### src/hw/rtl/slid_pkg.sv
// Shared types for the sorted list insert/delete block.
// Holds the status codes, the controller state type and the command and status
// structs that run between controller and datapath. No dependencies.
package slid_pkg;

  localparam int CAPACITY_DEFAULT = 16;
  localparam int VALUE_W          = 32;
  localparam int COUNT_OUT_W      = 5;

  // Result status codes
  typedef enum logic [1:0] {
    ST_DONE      = 2'd0,
    ST_NOT_FOUND = 2'd1,
    ST_EMPTY     = 2'd2,
    ST_FULL      = 2'd3
  } status_t;

  // Controller states
  typedef enum logic [2:0] {
    S_IDLE,
    S_CHECK,
    S_INS_RD,
    S_INS_CMP,
    S_DEL_RD,
    S_DEL_CMP,
    S_FINISH
  } state_t;

  // Controller -> datapath commands
  typedef struct packed {
    logic    load;        // latch op/value, preset index
    logic    set_status;
    status_t status_code;
    logic    idx_inc;
    logic    idx_dec;
    logic    set_found;
    logic    ram_we;
    logic    wr_value;    // write the operand instead of the read entry
    logic    count_inc;
    logic    count_dec;
  } cmd_t;

  // Datapath -> controller status
  typedef struct packed {
    logic is_delete;
    logic full;
    logic empty;
    logic idx_zero;
    logic idx_at_count;
    logic found;
    logic rd_greater;     // read entry is greater than the operand
    logic rd_equal;       // read entry equals the operand
  } stat_t;

endpackage

### src/hw/rtl/slid_ram.sv
// Generic simple dual-port RAM: one write port, one read port, registered read.
// Used for the sorted entry table. No dependencies.
module slid_ram #(
  parameter int WIDTH = 32,
  parameter int DEPTH = 16
) (
  input  logic                     clk,
  input  logic                     we,
  input  logic [$clog2(DEPTH)-1:0] waddr,
  input  logic [WIDTH-1:0]         wdata,
  input  logic [$clog2(DEPTH)-1:0] raddr,
  output logic [WIDTH-1:0]         rdata
);

  logic [WIDTH-1:0] mem [DEPTH];

  // Write port
  always_ff @(posedge clk) begin
    if (we) begin
      mem[waddr] <= wdata;
    end
  end

  // Registered read port
  always_ff @(posedge clk) begin
    rdata <= mem[raddr];
  end

endmodule

### src/hw/rtl/slid_datapath.sv
// Datapath of the sorted list block: operand registers, index and count,
// the entry RAM and its compare logic. Depends on slid_pkg and slid_ram.
module slid_datapath #(
  parameter int CAPACITY = slid_pkg::CAPACITY_DEFAULT
) (
  input  logic                               clk,
  input  logic                               rst,
  input  logic                               op,
  input  logic signed [slid_pkg::VALUE_W-1:0] value,
  input  slid_pkg::cmd_t                     cmd,
  output slid_pkg::stat_t                    stat,
  output logic [1:0]                         status,
  output logic [slid_pkg::COUNT_OUT_W-1:0]   count_after
);

  localparam int AW = $clog2(CAPACITY);
  localparam int CW = $clog2(CAPACITY + 1);
  localparam logic [CW-1:0] CAP_C = CW'(CAPACITY);

  logic                               op_r;
  logic signed [slid_pkg::VALUE_W-1:0] value_r;
  logic [CW-1:0]                      idx;
  logic [CW-1:0]                      idx_m1;
  logic [CW-1:0]                      count;
  logic                               found;
  slid_pkg::status_t                  status_r;
  logic [AW-1:0]                      raddr;
  logic [AW-1:0]                      waddr;
  logic [slid_pkg::VALUE_W-1:0]       wdata;
  logic [slid_pkg::VALUE_W-1:0]       rdata;
  logic [CW+slid_pkg::COUNT_OUT_W-1:0] count_ext;

  // Operand latch
  always_ff @(posedge clk) begin
    if (cmd.load) begin
      op_r    <= op;
      value_r <= value;
    end
  end

  // Scan index: insert walks down from the top, delete walks up from zero
  always_ff @(posedge clk) begin
    if (cmd.load) begin
      idx <= op ? '0 : count;
    end else if (cmd.idx_dec) begin
      idx <= idx_m1;
    end else if (cmd.idx_inc) begin
      idx <= idx + 1'b1;
    end
  end

  // Entry count, match flag and result status
  always_ff @(posedge clk) begin
    if (rst) begin
      count    <= '0;
      found    <= 1'b0;
      status_r <= slid_pkg::ST_DONE;
    end else begin
      if (cmd.count_inc) begin
        count <= count + 1'b1;
      end else if (cmd.count_dec) begin
        count <= count - 1'b1;
      end
      if (cmd.load) begin
        found <= 1'b0;
      end else if (cmd.set_found) begin
        found <= 1'b1;
      end
      if (cmd.set_status) begin
        status_r <= cmd.status_code;
      end
    end
  end

  // Addresses: insert reads idx-1 and writes idx, delete reads idx and writes idx-1
  assign idx_m1 = idx - 1'b1;
  assign raddr  = op_r ? idx[AW-1:0] : idx_m1[AW-1:0];
  assign waddr  = op_r ? idx_m1[AW-1:0] : idx[AW-1:0];
  assign wdata  = cmd.wr_value ? value_r : rdata;

  slid_ram #(
    .WIDTH(slid_pkg::VALUE_W),
    .DEPTH(CAPACITY)
  ) u_ram (
    .clk  (clk),
    .we   (cmd.ram_we),
    .waddr(waddr),
    .wdata(wdata),
    .raddr(raddr),
    .rdata(rdata)
  );

  // Status back to the controller
  always_comb begin
    stat.is_delete    = op_r;
    stat.full         = (count == CAP_C);
    stat.empty        = (count == '0);
    stat.idx_zero     = (idx == '0);
    stat.idx_at_count = (idx == count);
    stat.found        = found;
    stat.rd_greater   = (value_r < $signed(rdata));
    stat.rd_equal     = (rdata == value_r);
  end

  // Result fields; count is reported modulo the field width
  assign count_ext   = {{slid_pkg::COUNT_OUT_W{1'b0}}, count};
  assign count_after = count_ext[slid_pkg::COUNT_OUT_W-1:0];
  assign status      = status_r;

endmodule

### src/hw/rtl/slid_ctrl.sv
// Controller state machine of the sorted list block: sequences the scan and
// shift through the entry RAM. Depends on slid_pkg.
module slid_ctrl (
  input  logic            clk,
  input  logic            rst,
  input  logic            start,
  input  slid_pkg::stat_t stat,
  output slid_pkg::cmd_t  cmd,
  output logic            busy,
  output logic            done
);

  slid_pkg::state_t state;
  slid_pkg::state_t state_next;

  // State register
  always_ff @(posedge clk) begin
    if (rst) begin
      state <= slid_pkg::S_IDLE;
    end else begin
      state <= state_next;
    end
  end

  // Next state and commands
  always_comb begin
    cmd        = '0;
    state_next = state;
    unique case (state)
      slid_pkg::S_IDLE: begin
        if (start) begin
          cmd.load   = 1'b1;
          state_next = slid_pkg::S_CHECK;
        end
      end
      slid_pkg::S_CHECK: begin
        if (!stat.is_delete) begin
          if (stat.full) begin
            cmd.set_status  = 1'b1;
            cmd.status_code = slid_pkg::ST_FULL;
            state_next      = slid_pkg::S_FINISH;
          end else begin
            state_next = slid_pkg::S_INS_RD;
          end
        end else begin
          if (stat.empty) begin
            cmd.set_status  = 1'b1;
            cmd.status_code = slid_pkg::ST_EMPTY;
            state_next      = slid_pkg::S_FINISH;
          end else begin
            state_next = slid_pkg::S_DEL_RD;
          end
        end
      end
      // Insert: bottom reached, place the operand at entry zero; else go on to the compare
      slid_pkg::S_INS_RD: begin
        if (stat.idx_zero) begin
          cmd.ram_we      = 1'b1;
          cmd.wr_value    = 1'b1;
          cmd.count_inc   = 1'b1;
          cmd.set_status  = 1'b1;
          cmd.status_code = slid_pkg::ST_DONE;
          state_next      = slid_pkg::S_FINISH;
        end else begin
          state_next = slid_pkg::S_INS_CMP;
        end
      end
      // Insert: move a greater entry up one slot, else drop the operand in
      slid_pkg::S_INS_CMP: begin
        cmd.ram_we = 1'b1;
        if (stat.rd_greater) begin
          cmd.idx_dec = 1'b1;
          state_next  = slid_pkg::S_INS_RD;
        end else begin
          cmd.wr_value    = 1'b1;
          cmd.count_inc   = 1'b1;
          cmd.set_status  = 1'b1;
          cmd.status_code = slid_pkg::ST_DONE;
          state_next      = slid_pkg::S_FINISH;
        end
      end
      // Delete: end of table reached, finish; else go on to the compare
      slid_pkg::S_DEL_RD: begin
        if (stat.idx_at_count) begin
          cmd.set_status = 1'b1;
          if (stat.found) begin
            cmd.count_dec   = 1'b1;
            cmd.status_code = slid_pkg::ST_DONE;
          end else begin
            cmd.status_code = slid_pkg::ST_NOT_FOUND;
          end
          state_next = slid_pkg::S_FINISH;
        end else begin
          state_next = slid_pkg::S_DEL_CMP;
        end
      end
      // Delete: after the first match every entry moves down one slot
      slid_pkg::S_DEL_CMP: begin
        if (stat.found) begin
          cmd.ram_we = 1'b1;
        end else if (stat.rd_equal) begin
          cmd.set_found = 1'b1;
        end
        cmd.idx_inc = 1'b1;
        state_next  = slid_pkg::S_DEL_RD;
      end
      slid_pkg::S_FINISH: begin
        state_next = slid_pkg::S_IDLE;
      end
      default: begin
        state_next = slid_pkg::S_IDLE;
      end
    endcase
  end

  assign busy = (state != slid_pkg::S_IDLE);
  assign done = (state == slid_pkg::S_FINISH);

endmodule

### src/hw/rtl/sorted_list_insert_delete.sv
// Sorted table of signed values with insert and delete, one operation per transfer.
// A refused insert or an empty delete goes from the check straight to the finish state;
// an insert reads and compares each entry from the top down, moving greater ones up a slot,
// then writes the operand in; a delete reads, then compares, each stored entry in turn.
// One operation at a time; done marks the last cycle, the next is taken the cycle after.
// done is a one-cycle strobe the receiver cannot stall. Synchronous reset empties the table.
module sorted_list_insert_delete #(
  parameter int CAPACITY = slid_pkg::CAPACITY_DEFAULT
) (
  input  logic                               clk,
  input  logic                               rst,
  input  logic                               start,
  output logic                               busy,
  input  logic                               op,
  input  logic signed [slid_pkg::VALUE_W-1:0] value,
  output logic                               done,
  output logic [1:0]                         status,
  output logic [slid_pkg::COUNT_OUT_W-1:0]   count_after
);

  slid_pkg::cmd_t  cmd;
  slid_pkg::stat_t stat;

  slid_ctrl u_ctrl (
    .clk  (clk),
    .rst  (rst),
    .start(start),
    .stat (stat),
    .cmd  (cmd),
    .busy (busy),
    .done (done)
  );

  slid_datapath #(
    .CAPACITY(CAPACITY)
  ) u_dp (
    .clk        (clk),
    .rst        (rst),
    .op         (op),
    .value      (value),
    .cmd        (cmd),
    .stat       (stat),
    .status     (status),
    .count_after(count_after)
  );

endmodule

### config.mk
export PLATFORM = sky130hd
export DESIGN_NAME = sorted_list_insert_delete
export DESIGN_NICKNAME = d
export VERILOG_FILES = /design/src/hw/rtl/slid_pkg.sv /design/src/hw/rtl/slid_ram.sv /design/src/hw/rtl/slid_datapath.sv /design/src/hw/rtl/slid_ctrl.sv /design/src/hw/rtl/sorted_list_insert_delete.sv
export SDC_FILE = /design/constraint.sdc
export NUM_CORES = 1
export LEC_CHECK = 0
export CAP_MARGIN = 15
export CORE_UTILIZATION = 55
export CTS_CLUSTER_SIZE = 10
export DETAILED_ROUTE_END_ITERATION = 8
export DONT_BUFFER_PORTS = 1
export PLACE_DENSITY = 0.67
export SLEW_MARGIN = 20
export SYNTH_ARGS = -nofsm -noshare
export SYNTH_HDL_FRONTEND = slang
export SYNTH_SLANG_ARGS = --single-unit
export TNS_END_PERCENT = 30
### constraint.sdc
create_clock -name clk -period 4.05 [get_ports clk]
set_input_delay 0.2025 -clock clk [delete_from_list [all_inputs] [get_ports clk]]
set_output_delay 0.2025 -clock clk [all_outputs]
set_load 0.01 [all_outputs]
==> impl_metrics.prom, run 1 <==
# TYPE chip_impl_metric gauge
chip_impl_metric{name="synth_top_area_share",unit="%"} 69.65
chip_impl_info{name="status",value="finished, final reports clean"} 1
chip_impl_metric{name="cts_buffers",unit=""} 69
chip_impl_metric{name="cp_max_fo",unit=""} 10
chip_impl_metric{name="die_y",unit="um"} 209.6
chip_impl_info{name="r2r_start",value="u_dp.value_r[31]$_DFFE_PP_"} 1
chip_impl_metric{name="finalWorstPathRequiredPeriod",unit="ns"} 3.828
chip_impl_metric{name="ctsHtreeMaxLevel",unit=""} 3
chip_impl_metric{name="first_global_vias",unit=""} 12540
chip_impl_metric{name="design.final.nets",unit=""} 1445
chip_impl_metric{name="num_rows",unit=""} 75
chip_impl_metric{name="cts_setup_buffers",unit=""} 0
chip_impl_metric{name="num_vias",unit=""} 12040
chip_impl_metric{name="cts.reportedPaths.clkPinSlew",unit="ns"} 0.05
chip_impl_metric{name="global_route_congestion_overflow_total",unit=""} 0
chip_impl_metric{name="tightest_slew",unit="ns"} 0.9961
chip_impl_metric{name="synth_enable_flop_cells",unit=""} 550
chip_impl_metric{name="cell_internal_pwr",unit="mW"} 12.97
chip_impl_metric{name="ys_ff_latch",unit=""} 593
chip_impl_metric{name="fin_hold_ws",unit="ns"} 0.03585
chip_impl_metric{name="timing.final.setup_violations",unit=""} 0
chip_impl_metric{name="combinationalPowerShare",unit="%"} 24.8
chip_impl_info{name="critical_path_class",value="reg2reg"} 1
chip_impl_metric{name="finish.utilization",unit="%"} 64.81
chip_impl_info{name="holdCritPathClass",value="in2reg"} 1
chip_impl_metric{name="route.detailed.vias_per_inst",unit=""} 6.139
chip_impl_metric{name="power.share.sequential",unit="%"} 44.2
chip_impl_metric{name="avgRoutedWirePerCell",unit="um"} 25.65
chip_impl_metric{name="syn-mean-instance-area",unit="sq um"} 18.76
chip_impl_metric{name="io_buffer_count",unit=""} 0
chip_impl_metric{name="route.final.wire_length",unit="um"} 50310
chip_impl_metric{name="clock.fmax",unit="GHz"} 0.2613
chip_impl_metric{name="fp.coreArea",unit="sq um"} 42230
chip_impl_metric{name="finalHoldViolCount",unit=""} 0
chip_impl_metric{name="power.switching_fraction",unit="%"} 28.06
chip_impl_metric{name="first_pass_grt_wire_length",unit="um"} 76310
chip_impl_info{name="synth_area_leaders",value="edfxtp_1, mux4_2, dfxtp_1"} 1
chip_impl_info{name="synthFlopType",value="edfxtp_1"} 1
chip_impl_metric{name="drt.antenna.violating_nets",unit=""} 0
chip_impl_metric{name="grt_usage",unit="%"} 23.88
chip_impl_metric{name="clock_insertion_delay_worst_skew",unit="ns"} 0.59
chip_impl_metric{name="vdd_drop_max",unit="uV"} 359.3
chip_impl_metric{name="tns",unit="ns"} 0
chip_impl_metric{name="post_route_cells_drive_above_1_share",unit="%"} 21.94
chip_impl_metric{name="netSwitchingPower",unit="mW"} 5.061
chip_impl_metric{name="dp_hpwl",unit="um"} 26320
chip_impl_metric{name="dpl-instance-area",unit="sq um"} 24970
chip_impl_metric{name="cts-root-to-sink-buffers",unit=""} 3
chip_impl_metric{name="yosysSeqAreaShare",unit="%"} 73.28
chip_impl_metric{name="antenna_found_initial",unit=""} 0
chip_impl_info{name="setup.worst_path.start_class",value="flip-flop"} 1
chip_impl_metric{name="max-slew-margin-rel",unit="%"} 33.28
chip_impl_metric{name="postSynth.asyncResetShare",unit="%"} 0
chip_impl_metric{name="area_growth_syn_to_fin",unit="%"} 15.41
chip_impl_metric{name="timing.final.crit_share",unit="%"} 94.51
chip_impl_metric{name="dieArea",unit="sq um"} 43950
chip_impl_info{name="cts_tree",value="built"} 1
chip_impl_info{name="rsz0062_at_grt",value="no"} 1
chip_impl_metric{name="drc",unit=""} 0
chip_impl_metric{name="timing.clock.skew",unit="ns"} 0.02419
chip_impl_metric{name="detailedRoute.firstPassIterationCount",unit=""} 5
chip_impl_metric{name="post_synth_inst_count",unit=""} 1264
chip_impl_metric{name="final_cell_area",unit="sq um"} 27370
chip_impl_metric{name="power.total",unit="mW"} 18.04
chip_impl_metric{name="grt_start_max_net_pins",unit=""} 97
chip_impl_metric{name="arrival",unit="ns"} 4.29
chip_impl_metric{name="synth_area",unit="sq um"} 23710
chip_impl_info{name="final_common_cell",value="edfxtp_1"} 1
chip_impl_metric{name="num_antenna_cells",unit=""} 0
chip_impl_metric{name="power.clock.fraction",unit="%"} 31.1
chip_impl_metric{name="p_per_area",unit="nW/um^2"} 659.0
chip_impl_info{name="synth_area_leader_cell",value="edfxtp_1"} 1
chip_impl_metric{name="leakagePower",unit="nW"} 9.008
chip_impl_metric{name="synth.lib_cells_used.distinct",unit=""} 61
chip_impl_metric{name="die-width",unit="um"} 209.6
chip_impl_info{name="worst_setup_path_end_kind",value="flip-flop"} 1
chip_impl_info{name="cts_root_buf",value="clkbuf_16"} 1
chip_impl_info{name="layout_common_cells",value="edfxtp_1, mux4_2, clkbuf_16"} 1
chip_impl_metric{name="drv.max_cap_violation_count",unit=""} 0
chip_impl_metric{name="start_util",unit="%"} 56.15
chip_impl_metric{name="detail_route.iter0.violations",unit=""} 940
chip_impl_metric{name="final_weighted_congestion_of_routability_driven_global_placement",unit=""} 0.8465
chip_impl_metric{name="synthesis.nets",unit=""} 1339
chip_impl_metric{name="final-max-slew-violation-count",unit=""} 0
chip_impl_info{name="startpoint",value="u_dp.value_r[31]$_DFFE_PP_"} 1
chip_impl_metric{name="ios",unit=""} 45
chip_impl_metric{name="timing.critical_path.required",unit="ns"} 4.52
chip_impl_metric{name="cts_sinks",unit=""} 593
chip_impl_metric{name="ys.warnings.count",unit=""} 0
chip_impl_info{name="source_of_the_worst_hold_timing_path",value="op"} 1
## final timing paths
check,cells after the start,slack [ns],end
hold / removal,2,0.04,u_dp.idx[4]$_DFFE_PP_
setup / recovery,13,0.22,u_dp.count_after[4]$_SDFFE_PP0P_
setup reg to reg,13,0.22,u_dp.count_after[4]$_SDFFE_PP0P_
hold reg to reg,2,0.53,u_dp.status[0]$_SDFFE_PP0P_
## cells in the mapped netlist, drive strengths merged (5+ instances only)
cell type	number
edfxtp	550
mux4	128
a21oi	55
nand2	48
inv	44
dfxtp	43
nor2	43
o21ai	39
ha	38
buf	36
mux2i	35
nor2b	35
a211oi	34
clkbuf	27
nand3	13
nor3	11
nand4	10
xnor2	10
a21o	5
xor2	5
## cell type report
cell class,instances,area (sq um)
clock buffers,118,1974
clock inverters,5,46.29
fillers,2841,14860
inverters,44,165.2
multi-input cells,564,6057
flip-flops and latches,593,17380
well taps,539,674.4
repair buffers,98,1074
## critical path: stages, from the launching register on
cell and delay (ns):
edfxtp_1 0.42, ha_1 0.53, nand4_4 0.22, nor4_4 0.53, o41a_4 0.29, a2bb2oi_2 0.07
and2_1 0.27, inv_2 0.14, fa_1 0.22, inv_1 0.06, a21o_1 0.15, a21oi_1 0.15
mux2_2 0.36, mux2_4 0.29
## per-stage QoR
| step | cells | setup slack [ns] |
|---|---|---|
| floorplan | 1264 | 0.5468 |
| global placement | 1803 | 0.3419 |
| detailed placement | 1803 | 0.2221 |
| CTS | 1961 | 0.2087 |
| global route | 1961 | 0.02440 |
| finish | 1961 | 0.2224 |
## timing repair
| action | 4_1_cts | 5_1_grt |
|---|---|---|
| hold buffers | 35 | 0 |
| resized for setup | 0 | 6 |
| endpoints found under the hold margin | 48 | 0 |
| setup endpoints to repair | 0 | 85 |
## sequential cells by signal (all words and copies together) (netlist names)
register	flops
u_dp.u_ram.mem	512
u_dp.u_ram.rdata	32
u_dp.value_r	32
u_dp.count_after	5
u_dp.idx	5
u_ctrl.state	3
u_dp.status	2
u_dp.found	1
u_dp.op_r	1
## power by group through the flow
stage               clock network (mW)  registers [mW]  logic [mW]
CTS                               5.71            7.97        4.51
global placement                     0            8.08        4.36
global route                      5.93            7.99        4.92
finish                            5.60            7.97        4.47
detailed placement                   0            8.09        4.45
floorplan                            0            8.06        3.19
## routing by layer
| metal | global-route usage [%] | wire [um] | up-vias |
|---|---|---|---|
| met5 | 0 | 0 | - |
| met4 | 6.846 | 855 | 0 |
| met3 | 4.294 | 3076 | 71 |
| met2 | 38.46 | 24420 | 353 |
| met1 | 33.88 | 21960 | 6314 |
| li1 | - | - | 5300 |
## logic make-up (layout without fill, tap and decap cells)
group           after synthesis  after routing  synth area share [%]
simple gates                187            187                 4.147
flops                       593            593                 73.28
mux                         165            165                 13.75
compound gates              158            158                 4.205
fa+ha+maj                    39             39                 2.090
xor+xnor                     15             15                0.5540
buf+inv                     107            265                 1.979
No activity file was read; power rests on OpenSTA's default activity.
==> run 2, diff against run 1 <==
--- a/config.mk
+++ b/config.mk
@@ -5,12 +5,12 @@
 export SDC_FILE = /design/constraint.sdc
 export NUM_CORES = 1
 export LEC_CHECK = 0
+export BUFFER_PORTS_ARGS = -buffer_cell sky130_fd_sc_hd__buf_4
 export CAP_MARGIN = 15
 export CORE_UTILIZATION = 55
 export CTS_CLUSTER_SIZE = 10
 export DETAILED_ROUTE_END_ITERATION = 8
-export DONT_BUFFER_PORTS = 1
-export PLACE_DENSITY = 0.67
+export PLACE_DENSITY = 0.68
 export SLEW_MARGIN = 20
 export SYNTH_ARGS = -nofsm -noshare
 export SYNTH_HDL_FRONTEND = slang
==> run 2 against run 1 <==
Effect of this change: sequential power barely moved; critical path depth fell by 2; cell area rose by 1.4%; critical path type unchanged; largest cell class unchanged; largest power group unchanged.
==> impl_metrics.prom, run 2 (same netlist as run 1, synthesis figures left out) <==
# TYPE chip_impl_metric gauge
chip_impl_metric{name="dieArea",unit="sq um"} 43950
chip_impl_info{name="largest_register",value="u_dp.u_ram.mem"} 1
chip_impl_metric{name="cts.reportedPaths.clkPinSlew",unit="ns"} 0.05
chip_impl_metric{name="p_per_area",unit="nW/um^2"} 655.2
chip_impl_info{name="worst_setup_path_end_kind",value="flip-flop"} 1
chip_impl_metric{name="grt_start_max_net_pins",unit=""} 97
chip_impl_metric{name="timing.final.setup_violations",unit=""} 0
chip_impl_info{name="master_of_the_slowest_instance_on_the_critical_path",value="nor4_4"} 1
chip_impl_metric{name="clock.fmax",unit="GHz"} 0.2593
chip_impl_metric{name="first_global_vias",unit=""} 12460
chip_impl_metric{name="num_antenna_cells",unit=""} 0
chip_impl_metric{name="global_route_congestion_overflow_total",unit=""} 0
chip_impl_metric{name="cell_internal_pwr",unit="mW"} 13.13
chip_impl_metric{name="start_util",unit="%"} 56.15
chip_impl_metric{name="first_pass_grt_wire_length",unit="um"} 76160
chip_impl_metric{name="cts-root-to-sink-buffers",unit=""} 3
chip_impl_metric{name="arrival",unit="ns"} 4.18
chip_impl_metric{name="drv.max_cap_violation_count",unit=""} 0
chip_impl_metric{name="max-slew-margin-rel",unit="%"} 33.65
chip_impl_metric{name="fp.coreArea",unit="sq um"} 42230
chip_impl_info{name="cts_root_buf",value="clkbuf_16"} 1
chip_impl_metric{name="post_route_cells_drive_above_1_share",unit="%"} 23.77
chip_impl_info{name="cts_tree",value="built"} 1
chip_impl_metric{name="vdd_drop_max",unit="uV"} 412.3
chip_impl_metric{name="clock_insertion_delay_worst_skew",unit="ns"} 0.59
chip_impl_metric{name="avgRoutedWirePerCell",unit="um"} 25.33
chip_impl_info{name="final_common_cell",value="edfxtp_1"} 1
chip_impl_metric{name="cts_sinks",unit=""} 593
chip_impl_metric{name="worst_stage_delay_on_the_critical_path",unit="ns"} 0.57
chip_impl_metric{name="post_route_worst_setup_slack",unit="ns"} 0.1935
chip_impl_metric{name="num_vias",unit=""} 12110
chip_impl_metric{name="die_y",unit="um"} 209.6
chip_impl_metric{name="area_growth_syn_to_fin",unit="%"} 17.05
chip_impl_metric{name="ios",unit=""} 45
chip_impl_metric{name="setup_slack_after_placement",unit="ns"} 0.1064
chip_impl_metric{name="power.clock.fraction",unit="%"} 31.2
chip_impl_info{name="biggestRegsByFlops",value="u_dp.u_ram.mem: 512 flops, u_dp.u_ram.rdata: 32 flops, u_dp.value_r: 32 flops"} 1
chip_impl_info{name="crit_path_cell_trace",value="ha_1 > nand4_4 > nor4_4 > o41a_4 > a2bb2oi_2 > and2_1 > inv_2 > buf_4 > buf_6 > o21ai_0 > buf_4"} 1
chip_impl_metric{name="timing.final.crit_share",unit="%"} 95.22
chip_impl_metric{name="tns",unit="ns"} 0
chip_impl_metric{name="finalHoldViolCount",unit=""} 0
chip_impl_metric{name="cp_max_fo",unit=""} 37
chip_impl_metric{name="finalWorstPathRequiredPeriod",unit="ns"} 3.856
chip_impl_metric{name="timing.critical_path.required",unit="ns"} 4.37
chip_impl_metric{name="detail_route.iter0.violations",unit=""} 915
chip_impl_info{name="holdCritPathClass",value="in2reg"} 1
chip_impl_metric{name="design.final.nets",unit=""} 1484
chip_impl_metric{name="tightest_slew",unit="ns"} 0.9886
chip_impl_metric{name="route.final.wire_length",unit="um"} 50730
chip_impl_metric{name="combinationalPowerShare",unit="%"} 24.9
chip_impl_metric{name="drt.antenna.violating_nets",unit=""} 0
chip_impl_metric{name="power.total",unit="mW"} 18.19
chip_impl_metric{name="grt_usage",unit="%"} 23.92
chip_impl_metric{name="flip_flop_count_of_the_largest_register_after_layout",unit=""} 512
chip_impl_metric{name="final_weighted_congestion_of_routability_driven_global_placement",unit=""} 0.8073
chip_impl_info{name="cp_common_cell",value="buf_4"} 1
chip_impl_info{name="status",value="finished, final reports clean"} 1
chip_impl_info{name="critical_path_class",value="reg2reg"} 1
chip_impl_metric{name="cts_setup_buffers",unit=""} 0
chip_impl_metric{name="netSwitchingPower",unit="mW"} 5.059
chip_impl_metric{name="drc",unit=""} 0
chip_impl_metric{name="dp_hpwl",unit="um"} 25580
chip_impl_metric{name="detailedRoute.firstPassIterationCount",unit=""} 5
chip_impl_info{name="layout_common_cells",value="edfxtp_1, mux4_2, buf_4"} 1
chip_impl_metric{name="timing.clock.skew",unit="ns"} 0.02396
chip_impl_metric{name="die-width",unit="um"} 209.6
chip_impl_metric{name="io_buffer_count",unit=""} 44
chip_impl_metric{name="route.detailed.vias_per_inst",unit=""} 6.045
chip_impl_metric{name="ctsHtreeMaxLevel",unit=""} 3
chip_impl_metric{name="antenna_found_initial",unit=""} 0
chip_impl_info{name="rsz0062_at_grt",value="no"} 1
chip_impl_metric{name="power.switching_fraction",unit="%"} 27.81
chip_impl_metric{name="power.share.sequential",unit="%"} 43.9
chip_impl_metric{name="leakagePower",unit="nW"} 9.239
chip_impl_metric{name="cts_buffers",unit=""} 69
chip_impl_info{name="setup.worst_path.start_class",value="flip-flop"} 1
chip_impl_metric{name="num_rows",unit=""} 75
chip_impl_metric{name="final-max-slew-violation-count",unit=""} 0
-- run 2: changes by cell type in the layout (fill, tap and decap cells not counted), moves of 2 or more --
cell and delta:
buf_12 +5, clkbuf_8 +2, o21ai_1 +6, buf_4 +34
o21ai_2 -6, inv_6 -2
-- run 2: worst paths after layout --
| path | start | end | slack (ns) | cells after the start |
|---|---|---|---|---|
| worst max-delay path | u_dp.value_r[31]$_DFFE_PP_ | u_dp.u_ram.mem[1][8]$_DFFE_PP_ | 0.19 | 11 |
| worst min-delay path | start | u_ctrl.state[2]$_SDFFE_PP0P_ | 0.12 | 4 |
| worst max register to register | u_dp.value_r[31]$_DFFE_PP_ | u_dp.u_ram.mem[1][8]$_DFFE_PP_ | 0.19 | 11 |
| worst min register to register | u_dp.status[1]$_SDFFE_PP0P_ | u_dp.status[1]$_SDFFE_PP0P_ | 0.48 | 2 |
-- run 2: power groups by stage --
| stage | Sequential, mW | Combinational [mW] | Clock, mW |
|---|---|---|---|
| global route | 8.00 | 4.96 | 6.01 |
| detailed placement | 8.09 | 4.52 | 0 |
| global placement | 8.08 | 4.41 | 0 |
| floorplan | 8.06 | 3.19 | 0 |
| finish | 7.98 | 4.53 | 5.68 |
| CTS | 7.97 | 4.58 | 5.79 |
-- run 2: stage by stage --
stage | instances | cell area (sq um) | utilization, % | hold WS, ns
floorplan | 1264 | 23710 | - | 0.3014
global placement | 1843 | 25340 | 60.00 | 0.3804
detailed placement | 1843 | 25340 | 60.00 | 0.3818
CTS | 2003 | 27750 | 65.72 | 0.09227
global route | 2003 | 27760 | 65.73 | 0.1513
finish | 2003 | 27760 | 65.73 | 0.1189
-- run 2: final cells by class --
type | count | area (sq um)
fill | 2815 | 14470
clock buffer | 122 | 2031
sequential | 593 | 17380
clock inverter | 4 | 45.04
tap | 539 | 674.4
inverter | 44 | 165.2
multi-input combinational | 564 | 6035
timing repair buffer | 137 | 1430
-- run 2: critical path: cells and delay by family, from the launching register on --
| kind | cells | cell delay, ns |
|---|---|---|
| simple gates | 3 | 1.06 |
| buf+inv | 4 | 0.98 |
| compound gates | 3 | 0.55 |
| fa+ha+maj | 1 | 0.52 |
| flops | 1 | 0.42 |
-- run 2: repair_timing --
item                                    CTS  global route
hold buffers                             34             0
hold endpoints to repair                 40             0
endpoints found under the setup margin    0           288
resized for setup                         0             1
-- run 2: routing by layer --
metal / vias to the layer above / part of all wire (%) / track usage (%)
li1: 5382 / - / -
met1: 6335 / 43 / 32.83
met2: 319 / 50 / 40.15
met3: 73 / 4.9 / 3.816
met4: 0 / 1.8 / 6.645
met5: - / 0 / 0
==> run 3, diff against run 2 <==
--- a/config.mk
+++ b/config.mk
@@ -11,6 +11,7 @@
 export CTS_CLUSTER_SIZE = 10
 export DETAILED_ROUTE_END_ITERATION = 8
 export PLACE_DENSITY = 0.68
+export REMOVE_ABC_BUFFERS = 1
 export SLEW_MARGIN = 20
 export SYNTH_ARGS = -nofsm -noshare
 export SYNTH_HDL_FRONTEND = slang
==> run 3 against run 2 <==
Effect of this change: clock-buffer cell count shrank 3; sequential power hardly changed; worst setup slack better by 0.25 ns; routed wire length grew 1.3%; non-clock buffer count up 8; power shrank 0.67%; first-iteration DRC count rose by 3.8%; largest cell class unchanged; clock power is 3% lower; clock skew rose by 0.0014 ns.
==> impl_metrics.prom, run 3 (same netlist as run 1, synthesis figures left out) <==
# TYPE chip_impl_metric gauge
chip_impl_info{name="worst_setup_path_end_kind",value="flip-flop"} 1
chip_impl_metric{name="power.total",unit="mW"} 18.06
chip_impl_metric{name="post_route_worst_setup_slack",unit="ns"} 0.4448
chip_impl_metric{name="start_util",unit="%"} 56.15
chip_impl_metric{name="combinationalPowerShare",unit="%"} 25.4
chip_impl_metric{name="die-width",unit="um"} 209.6
chip_impl_metric{name="num_rows",unit=""} 75
chip_impl_metric{name="antenna_found_initial",unit=""} 0
chip_impl_info{name="status",value="finished, final reports clean"} 1
chip_impl_metric{name="area_growth_syn_to_fin",unit="%"} 16.50
chip_impl_info{name="largest_register",value="u_dp.u_ram.mem"} 1
chip_impl_metric{name="post_route_cells_drive_above_1_share",unit="%"} 23.87
chip_impl_metric{name="netSwitchingPower",unit="mW"} 5.060
chip_impl_metric{name="grt_start_max_net_pins",unit=""} 97
chip_impl_metric{name="route.final.wire_length",unit="um"} 51380
chip_impl_metric{name="cts.reportedPaths.clkPinSlew",unit="ns"} 0.05
chip_impl_info{name="layout_common_cells",value="edfxtp_1, mux4_2, buf_4"} 1
chip_impl_metric{name="num_vias",unit=""} 12230
chip_impl_metric{name="dieArea",unit="sq um"} 43950
chip_impl_metric{name="final_weighted_congestion_of_routability_driven_global_placement",unit=""} 0.8252
chip_impl_metric{name="drv.max_cap_violation_count",unit=""} 0
chip_impl_metric{name="worst_stage_delay_on_the_critical_path",unit="ns"} 0.83
chip_impl_metric{name="power.clock.fraction",unit="%"} 30.4
chip_impl_metric{name="cts_setup_buffers",unit=""} 0
chip_impl_metric{name="grt_usage",unit="%"} 24.41
chip_impl_info{name="crit_path_cell_trace",value="ha_1 > nand4_1 > nor3_1 > a21boi_1 > o41a_4 > a2bb2oi_2 > and2_1 > inv_2 > buf_12 > o21ai_1"} 1
chip_impl_info{name="final_common_cell",value="edfxtp_1"} 1
chip_impl_metric{name="global_route_congestion_overflow_total",unit=""} 0
chip_impl_metric{name="final-max-slew-violation-count",unit=""} 0
chip_impl_info{name="cts_tree",value="built"} 1
chip_impl_metric{name="cell_internal_pwr",unit="mW"} 13.01
chip_impl_info{name="master_of_the_slowest_instance_on_the_critical_path",value="o21ai_1"} 1
chip_impl_metric{name="detail_route.iter0.violations",unit=""} 950
chip_impl_metric{name="p_per_area",unit="nW/um^2"} 653.9
chip_impl_metric{name="setup_slack_after_placement",unit="ns"} 0.5382
chip_impl_metric{name="cts_buffers",unit=""} 69
chip_impl_metric{name="die_y",unit="um"} 209.6
chip_impl_info{name="biggestRegsByFlops",value="u_dp.u_ram.mem: 512 flops, u_dp.u_ram.rdata: 32 flops, u_dp.value_r: 32 flops"} 1
chip_impl_metric{name="tightest_slew",unit="ns"} 1.036
chip_impl_metric{name="cp_max_fo",unit=""} 63
chip_impl_info{name="setup.worst_path.start_class",value="flip-flop"} 1
chip_impl_metric{name="power.switching_fraction",unit="%"} 28.01
chip_impl_metric{name="fillerInstances",unit=""} 2855
chip_impl_metric{name="drc",unit=""} 0
chip_impl_metric{name="hold_buffers",unit=""} 34
chip_impl_info{name="rsz0062_at_grt",value="no"} 1
chip_impl_metric{name="route.detailed.vias_per_inst",unit=""} 6.098
chip_impl_metric{name="post_cts_resize_count",unit=""} 0
chip_impl_metric{name="io_buffer_count",unit=""} 44
chip_impl_metric{name="num_antenna_cells",unit=""} 0
chip_impl_metric{name="detailedRoute.firstPassIterationCount",unit=""} 5
chip_impl_metric{name="cts-root-to-sink-buffers",unit=""} 3
chip_impl_metric{name="final_cells",unit=""} 2005
chip_impl_info{name="holdCritPathClass",value="in2reg"} 1
chip_impl_metric{name="dpl-instance-area",unit="sq um"} 25320
chip_impl_metric{name="clock.fmax",unit="GHz"} 0.2774
chip_impl_metric{name="first_global_vias",unit=""} 12530
chip_impl_metric{name="drt.antenna.violating_nets",unit=""} 0
chip_impl_metric{name="timing.clock.skew",unit="ns"} 0.02540
chip_impl_metric{name="finalHoldViolCount",unit=""} 0
chip_impl_metric{name="arrival",unit="ns"} 3.83
chip_impl_metric{name="max-slew-margin-rel",unit="%"} 30.50
chip_impl_metric{name="design.final.nets",unit=""} 1492
chip_impl_metric{name="first_pass_grt_wire_length",unit="um"} 77630
chip_impl_metric{name="place_inst",unit=""} 1851
chip_impl_metric{name="dp_hpwl",unit="um"} 28210
chip_impl_metric{name="flip_flop_count_of_the_largest_register_after_layout",unit=""} 512
chip_impl_metric{name="fp.coreArea",unit="sq um"} 42230
chip_impl_metric{name="ctsHtreeMaxLevel",unit=""} 3
chip_impl_metric{name="cts_sinks",unit=""} 593
chip_impl_metric{name="power.share.sequential",unit="%"} 44.2
chip_impl_metric{name="clock_insertion_delay_worst_skew",unit="ns"} 0.58
chip_impl_metric{name="avgRoutedWirePerCell",unit="um"} 25.63
chip_impl_metric{name="finalWorstPathRequiredPeriod",unit="ns"} 3.605
chip_impl_metric{name="final_cell_area",unit="sq um"} 27630
chip_impl_metric{name="leakagePower",unit="nW"} 9.210
chip_impl_info{name="critical_path_class",value="reg2reg"} 1
chip_impl_metric{name="ios",unit=""} 45
chip_impl_metric{name="timing.critical_path.required",unit="ns"} 4.27
chip_impl_metric{name="timing.final.setup_violations",unit=""} 0
chip_impl_metric{name="vdd_drop_max",unit="uV"} 375.4
chip_impl_metric{name="timing.final.crit_share",unit="%"} 89.02
chip_impl_info{name="cts_root_buf",value="clkbuf_16"} 1
[run 3: layout make-up]
type	instances	area, sq um	area share (%)
clock buffer	119	1957	7.083
clock inverter	1	8.758	0.03170
inverter	44	165.2	0.5978
multi-input combinational	564	6046	21.88
sequential	593	17380	62.90
tap	539	674.4	2.441
timing repair buffer	145	1399	5.063
[run 3: path summary, 6_finish.rpt]
path | from | depth (start not counted) | slack, ns | end
worst max-delay path | u_dp.value_r[14]$_DFFE_PP_ | 10 | 0.44 | u_dp.u_ram.mem[2][26]$_DFFE_PP_
worst min-delay path | start | 4 | 0.13 | u_ctrl.state[1]$_SDFFE_PP0P_
worst max register to register | u_dp.value_r[14]$_DFFE_PP_ | 10 | 0.44 | u_dp.u_ram.mem[2][26]$_DFFE_PP_
worst min register to register | u_dp.status[1]$_SDFFE_PP0P_ | 2 | 0.48 | u_dp.status[1]$_SDFFE_PP0P_
[run 3: worst max-delay path: cells and delay by family, from the launching register on]
family          cells  cell delay (ns)
compound gates      4             1.64
buf+inv             2             0.28
fa+ha+maj           1             0.33
simple gates        3             0.57
flops               1             0.39
[run 3: metal layers]
layer  routed length (um)  track usage (%)
met1                22320            34.73
met2                24550            38.74
met3                 3178            4.145
met4                 1336            8.407
met5                    0                0
[run 3: power groups by stage]
| stage | clock network [mW] | logic (mW) | registers, mW |
|---|---|---|---|
| final | 5.49 | 4.59 | 7.98 |
| after global routing | 5.82 | 5.04 | 8.00 |
| after CTS | 5.61 | 4.65 | 7.97 |
| after detailed placement | 0 | 4.59 | 8.10 |
| after global placement | 0 | 4.50 | 8.08 |
| after floorplan | 0 | 3.37 | 8.09 |
[run 3: per-stage QoR]
stage	setup TNS (ns)	hold WS [ns]	util (%)
after floorplan	-2428.69	0.2716	-
after detailed placement	0	0.3819	59.96
after global placement	0	0.3805	59.93
final	0	0.1274	65.42
after CTS	0	0.1046	65.42
after global routing	0	0.1840	65.42
